===== config.mk =====
export PLATFORM = sky130hd
export DESIGN_NAME = hba_ctrl
export DESIGN_NICKNAME = d
export VERILOG_FILES = /design/src/hdl/hba_pkg.sv /design/src/hdl/hba_ctrl.sv
export SDC_FILE = /design/constraint.sdc
export NUM_CORES = 1
export LEC_CHECK = 0
export BUFFER_PORTS_ARGS = -buffer_cell sky130_fd_sc_hd__buf_2
export CORE_AREA = 2 2 39 41
export CTS_CLUSTER_DIAMETER = 200
export CTS_CLUSTER_SIZE = 10
export DETAILED_ROUTE_END_ITERATION = 12
export DIE_AREA = 0 0 41 43
export SLEW_MARGIN = 20
export SYNTH_ARGS = -nofsm -noshare
export SYNTH_HDL_FRONTEND = slang
export SYNTH_SLANG_ARGS = --single-unit

===== constraint.sdc =====
create_clock -name clk -period 1.6 [get_ports clk]
set_input_delay 0.32 -clock clk [delete_from_list [all_inputs] [get_ports clk]]
set_output_delay 0.32 -clock clk [all_outputs]
set_load 0.01 [all_outputs]

===== src/hdl/hba_pkg.sv =====
package hba_pkg;

  localparam int NUM_BINS_DEF = 256;

  localparam int DATA_W  = 32;
  localparam int PROD_W  = 64;
  localparam int LIMIT_W = 9;
  localparam int BIN_W   = 8;

  localparam logic [1:0] MODE_ADD    = 2'd0;
  localparam logic [1:0] MODE_REMOVE = 2'd1;
  localparam logic [1:0] MODE_READ   = 2'd2;

  localparam logic [1:0] REG_RANGE_START = 2'd0;
  localparam logic [1:0] REG_BIN_SCALE   = 2'd1;
  localparam logic [1:0] REG_BINS_IN_USE = 2'd2;

  localparam logic [DATA_W-1:0]  RANGE_START_RST = 32'd0;
  localparam logic [DATA_W-1:0]  BIN_SCALE_RST   = 32'd65536;
  localparam logic [LIMIT_W-1:0] BINS_IN_USE_RST = 9'd256;

  typedef struct packed {
    logic clr_we;
    logic accept;
    logic mul_en;
    logic bin_en;
    logic upd_en;
  } ctl_cmd_t;

  typedef struct packed {
    logic clr_last;
    logic out_busy;
  } ctl_sts_t;

endpackage


===== src/hdl/hba_ctrl.sv =====
module hba_ctrl (
  input  logic              clk,
  input  logic              rst,
  input  logic              in_valid,
  output logic              in_ready,
  input  hba_pkg::ctl_sts_t sts,
  output hba_pkg::ctl_cmd_t cmd
);

  localparam logic [2:0] ST_CLEAR = 3'd0;
  localparam logic [2:0] ST_IDLE  = 3'd1;
  localparam logic [2:0] ST_MUL   = 3'd2;
  localparam logic [2:0] ST_BIN   = 3'd3;
  localparam logic [2:0] ST_FETCH = 3'd4;
  localparam logic [2:0] ST_UPD   = 3'd5;

  logic [2:0] state;
  logic [2:0] state_next;

  always_ff @(posedge clk) begin
    if (rst) begin
      state <= ST_CLEAR;
    end else begin
      state <= state_next;
    end
  end

  always_comb begin
    state_next = state;
    cmd        = '0;
    in_ready   = 1'b0;
    case (state)
      ST_CLEAR: begin
        cmd.clr_we = 1'b1;
        if (sts.clr_last) begin
          state_next = ST_IDLE;
        end
      end
      ST_IDLE: begin
        in_ready   = 1'b1;
        cmd.accept = in_valid;
        if (in_valid) begin
          state_next = ST_MUL;
        end
      end
      ST_MUL: begin
        cmd.mul_en = 1'b1;
        state_next = ST_BIN;
      end
      ST_BIN: begin
        cmd.bin_en = 1'b1;
        state_next = ST_FETCH;
      end
      ST_FETCH: begin
        state_next = ST_UPD;
      end
      ST_UPD: begin
        if (!sts.out_busy) begin
          cmd.upd_en = 1'b1;
          state_next = ST_IDLE;
        end
      end
      default: begin
        state_next = ST_IDLE;
      end
    endcase
  end

endmodule


==> results of run 1 <==
synth_stat cells:
| cell | instances | area (um2) |
|---|---|---|
| a21oi_1 | 1 | 5.00 |
| nor3b_1 | 2 | 15.0 |
| nand2b_1 | 2 | 12.5 |
| inv_1 | 1 | 3.75 |
| dfxtp_1 | 3 | 60.1 |
| nor3_1 | 2 | 10.0 |
| nand3b_1 | 1 | 7.51 |
| and3b_2 | 1 | 10.0 |
| a31oi_1 | 1 | 6.26 |
| o21ai_0 | 2 | 10.0 |
| or3_1 | 1 | 6.26 |
| nor2_1 | 3 | 11.3 |
| and2_1 | 1 | 6.26 |
placed cells by master, fill, tap and decap left out, drive strengths merged:
master	Yosys	layout
buf	0	10
clkbuf	0	4
nor2	3	3
dfxtp	3	3
nor3	2	2
nand2b	2	2
nor3b	2	2
o21ai	2	2
inv	1	1
and3b	1	1
and2	1	1
a31oi	1	1
nand3b	1	1
or3	1	1
a21oi	1	1
power by group through the flow:
stage / Clock [mW] / Sequential (mW) / Combinational, mW
floorplan: 0 / 0.0887 / 0.0284
global route: 0.152 / 0.0909 / 0.0521
detailed placement: 0 / 0.0906 / 0.0468
finish: 0.135 / 0.0895 / 0.0461
CTS: 0.146 / 0.0894 / 0.0471
global placement: 0 / 0.0904 / 0.0464
cell type report:
type / instances / area [um2]
repair buffers: 10 / 50.0
inverters: 1 / 3.75
clock buffers: 4 / 26.3
well taps: 16 / 20.0
flip-flops and latches: 3 / 60.1
fillers: 172 / 1120
multi-input cells: 17 / 100
layer usage:
layer | wire length (um) | part of all wire [%]
met1 | 169 | 42
met5 | 0 | 0
met3 | 53 | 13
met2 | 175 | 44
met4 | 0 | 0
critical path, delay by kind of cell, from the launching register on:
kind          cells  cell delay (ns)
buf+inv           1             0.12
flops             1             0.44
simple gates      3             0.34
through the flow:
step | utilization [%] | cell area, um2 | total power [mW] | hold slack [ns] | setup WS [ns]
after floorplan | - | 164 | 0.117 | 0.392 | 0.395
after global placement | 16.9 | 234 | 0.137 | 0.514 | 0.425
after detailed placement | 16.9 | 234 | 0.137 | 0.523 | 0.387
after CTS | 18.8 | 260 | 0.282 | 0.264 | 0.121
after global routing | 18.8 | 260 | 0.295 | 0.269 | 0.0218
final | 18.8 | 260 | 0.270 | 0.274 | 0.152
logic make-up after synthesis:
family	share of synthesized area [%]
flops	36.6
simple gates	48.1
buf+inv	2.29
compound gates	13.0
worst max-delay path by stage:
stage | startpoint | end | depth (start not counted)
after CTS | state[0] | cmd[3] | 4
after floorplan | state[0] | cmd[3] | 3
after global placement | state[0] | cmd[3] | 4
after detailed placement | state[0] | cmd[3] | 4
final | state[0] | cmd[3] | 4
after global routing | state[0] | cmd[3] | 4
==> flow_summary.yaml, run 1 <==
status:
  run_status: "finished clean"
job:
  drv.max_cap_violation_count: 0
drt:
  drt-total-wl_um: 398
  detailedRoute.firstPassIterationCount: 4
  remaining_drc_errors: 0
  drt-vias-per-instance: 3.80
  wl_per_cell_um: 7.80
  antenna_left: 0
  dr_total_vias: 194
  detail_route.iter0.violations: 1
clock_tree:
  ctsResizeCount: 0
  holdBufCountCts: 0
  cts_buffers: 3
  tritoncts_num_sinks: 3
  worst_skew_pair.late_latency_ns: 0.24
  clk_root_buffer_cell: "clkbuf_4"
  cts_setup_buffers: 0
  ctsHtreeMaxLevel: 1
  max-clock-path-buffers: 2
  cts_tree: "built"
  clk_pin_slew_worst_paths_ns: 0.04
critical_path:
  worstSetupStartpointType: "flop"
  worst-r2r-setup-slack_ns: 0.57
  timing.critical_path.cells: "nand2b_1 > nor2_1 > and2_1 > buf_2"
  data_required_critical_path_ns: 1.28
  cp_max_fo: 9
  crit_path_end_kind: "output pin"
  r2r-start: "state[0]"
  crit_path_max_incr_delay_ns: 0.44
  ff2ff_path_depth: 3
  crit_arrival_ns: 1.13
  crit_type: "reg -> out"
  timing.rr.end: "state[0]"
  critical-path-slowest-cell: "dfxtp_1"
timing:
  number_of_max_slew_violations_in_the_final_report: 0
  timing.final.crit_period_ns: 1.45
  grt_setup_unrepaired: "no"
  slew-limit-headroom_pct: 84.5
  fin_skew_ns: 0.00477
  setup-tns-final_ns: 0
  setup_viol: 0
  fmax_mhz: 690
  final.period_utilization_pct: 90.5
  tightest_slew_ns: 0.233
  hold_viol: 0
synth:
  synth.ff_latch_count: 3
  synthCells: 21
  mappedNetlistNets: 26
  yosysWarningCount: 0
  syn-mean-instance-area_um2: 7.81
  yosys.cell_types.count: 13
  syn-cell-area_um2: 164
  synth-seq-area-share_pct: 36.6
cells_and_area:
  post_route_cells_drive_above_1_share_pct: 40.0
  num-nets-final: 41
  top_register: "state"
  final-instance-count-excl-fill: 51
  area_delta_synth_final_pct: 58.8
  flip_flop_count_of_the_largest_register_all_copies_and_words_added: 3
  antenna_cells_inserted: 0
  layout_top_registers: "state x3"
pwr:
  internal-power_uw: 198
  power_switching_uw: 71.7
  ir_drop_uv: 242
  sequential_group_share_of_total_power_pct: 33.1
  combinational_share_of_power_pct: 17.1
  static-leakage-power_nw: 0.119
  power_density_normalized_to_cell_area_nw_per_um2: 1040
  p_clk_share_pct: 49.8
  power.share.switching_pct: 26.6
grt:
  global_route.overflow_total: 0
  grt_start_max_net_pins: 10
  grt_busiest_layer: "met3"
  grtUsageMet2_pct: 6.56
  antenna_found_initial: 0
  grt_first_pass_wirelength_um: 641
  groute.layer.met3.usage_pct: 7.85
  global_route.usage.total_pct: 6.54
  first_global_vias: 158
  globalRouteMet1Util_pct: 6.47
placement:
  place_hpwl_um: 307
  place.port_buffers: 10
  placedCellCount: 47
  gp_routability_congestion: 0.620
floorplanning:
  io-pin-count: 11
  die_height_um: 43
  dieWidth_um: 41
  initial_core_utilization_pct: 11.8
  core.rowCount: 14
  die_area_um2: 1760
  core_area_um2: 1380
worst_hold_path:
  min_to: "state[0]"
  hold_path_depth: 2
  holdCritStartpoint: "rst"
  worst_hold_check_path_type: "in -> reg"
No activity file was read; power rests on OpenSTA's default activity.
==> run 2: changes to the inputs <==
- BUFFER_PORTS_ARGS: -buffer_cell sky130_fd_sc_hd__buf_2 -> unset
- CTS_BUF_LIST: unset -> sky130_fd_sc_hd__clkbuf_4 sky130_fd_sc_hd__clkbuf_8 sky130_fd_sc_hd__clkbuf_16
- CTS_CLUSTER_DIAMETER: 200 -> unset
- DONT_BUFFER_PORTS: unset -> 1
==> flow_summary.yaml, run 2 (synthesis results as in run 1) <==
drt:
  drt-total-wl_um: 390
  drt-vias-per-instance: 3.83
  dr_total_vias: 157
  detailedRoute.firstPassIterationCount: 2
  remaining_drc_errors: 0
  detail_route.iter0.violations: 1
  wl_per_cell_um: 9.51
  antenna_left: 0
clock_tree:
  cts_tree: "built"
  tritoncts_num_sinks: 3
  ctsHtreeMaxLevel: 1
  holdBufCountCts: 0
  clk_pin_slew_worst_paths_ns: 0.04
  clk_root_buffer_cell: "clkbuf_4"
  max-clock-path-buffers: 2
  worst_skew_pair.late_latency_ns: 0.23
  cts_buffers: 3
critical_path:
  crit_type: "reg -> out"
  cp_max_fo: 9
  ff2ff_path_depth: 3
  worst-r2r-setup-slack_ns: 0.55
  crit_path_end_kind: "output pin"
  r2r-start: "state[2]"
  timing.rr.end: "state[2]"
  crit_arrival_ns: 1.15
  data_required_critical_path_ns: 1.28
  worstSetupStartpointType: "flop"
cells_and_area:
  num-nets-final: 31
  flip_flop_count_of_the_largest_register_all_copies_and_words_added: 3
  top_register: "state"
  most_common_cell_after_layout_fill_and_taps_aside: "clkbuf_4"
  layout_top_registers: "state x3"
  antenna_cells_inserted: 0
  area_delta_synth_final_pct: 32.1
  post_route_cells_drive_above_1_share_pct: 24.0
  final-instance-count-excl-fill: 41
  mostFrequentLayoutCells: "4 x clkbuf_4, 3 x dfxtp_1"
  final_cell_area_um2: 216
  final_core_utilization_pct: 15.6
job:
  drv.max_cap_violation_count: 0
grt:
  antenna_found_initial: 0
  grt_start_max_net_pins: 10
  first_global_vias: 123
  global_route.overflow_total: 0
  grt_first_pass_wirelength_um: 483
  global_route.usage.total_pct: 5.13
placement:
  place_hpwl_um: 294
  detailed_place.area_um2: 184
  place.port_buffers: 0
  gp_routability_congestion: 0.574
  worst_slack_at_placement_ns: 0.321
  placedCellCount: 37
status:
  run_status: "finished clean"
floorplanning:
  dieWidth_um: 41
  core_area_um2: 1380
  die_height_um: 43
  io-pin-count: 11
  core.rowCount: 14
  initial_core_utilization_pct: 11.8
  die_area_um2: 1760
timing:
  final_critical_path_setup_slack_ns: 0.130
  number_of_max_slew_violations_in_the_final_report: 0
  hold_viol: 0
  setup_viol: 0
  tightest_slew_ns: 0.379
  fin_skew_ns: 0.00158
  timing.final.crit_period_ns: 1.47
  setup-tns-final_ns: 0
  fin_worst_hold_slack_ns: 0.159
  grt_setup_unrepaired: "no"
  final.period_utilization_pct: 91.9
  fmax_mhz: 680
  slew-limit-headroom_pct: 74.5
pwr:
  static-leakage-power_nw: 0.0770
  power_density_normalized_to_cell_area_nw_per_um2: 1250
  power_total_uw: 270
  ir_drop_uv: 182
worst_hold_path:
  holdCritStartpoint: "rst"
  min_to: "state[0]"
  worst_hold_check_path_type: "in -> reg"
  hold_path_depth: 1
[run 2: cell types whose count changed in the layout (fill, tap and decap cells not counted)]
cell	change
nor2_2	+1
clkbuf_4	+1
buf_2	-10
nor2_1	-1
clkbuf_1	-1
[run 2: worst max-delay path, stage by stage (launching register included)]
cell and delay, ns:
dfxtp_1 0.44, nand2b_1 0.12, nor3b_1 0.36
[run 2: worst max path at each step]
stage                   from      to  slack, ns
finish              state[0]  cmd[0]       0.13
floorplan           state[0]  cmd[3]       0.39
CTS                 state[0]  cmd[3]       0.07
detailed placement  state[0]  cmd[3]       0.32
global placement    state[0]  cmd[3]       0.33
global route        state[0]  cmd[3]       0.02
[run 2: cell type report]
type                    count  area [um2]
multi-input cells          17         103
well taps                  16        20.0
inverters                   1        3.75
flip-flops and latches      3        60.1
clock buffers               4        30.0
fillers                   161        1170
[run 2: metal layers]
metal  wire, um  global-route usage, %
met1        160                   4.52
met2        156                   5.00
met3         73                   6.28
met4          0                   6.00
met5          0                      0
[run 2: what timing repair did]
item                                    in CTS  in global routing
setup buffers                                0                  0
endpoints found under the setup margin       0                  1
endpoints found under the hold margin        0                  0
gates resized for setup                      0                  1
[run 2: report_power, final]
group | switching, mW | internal (mW)
clock network | 0.0373 | 0.110
logic | 0.0181 | 0.0138
registers | 0.00933 | 0.0807
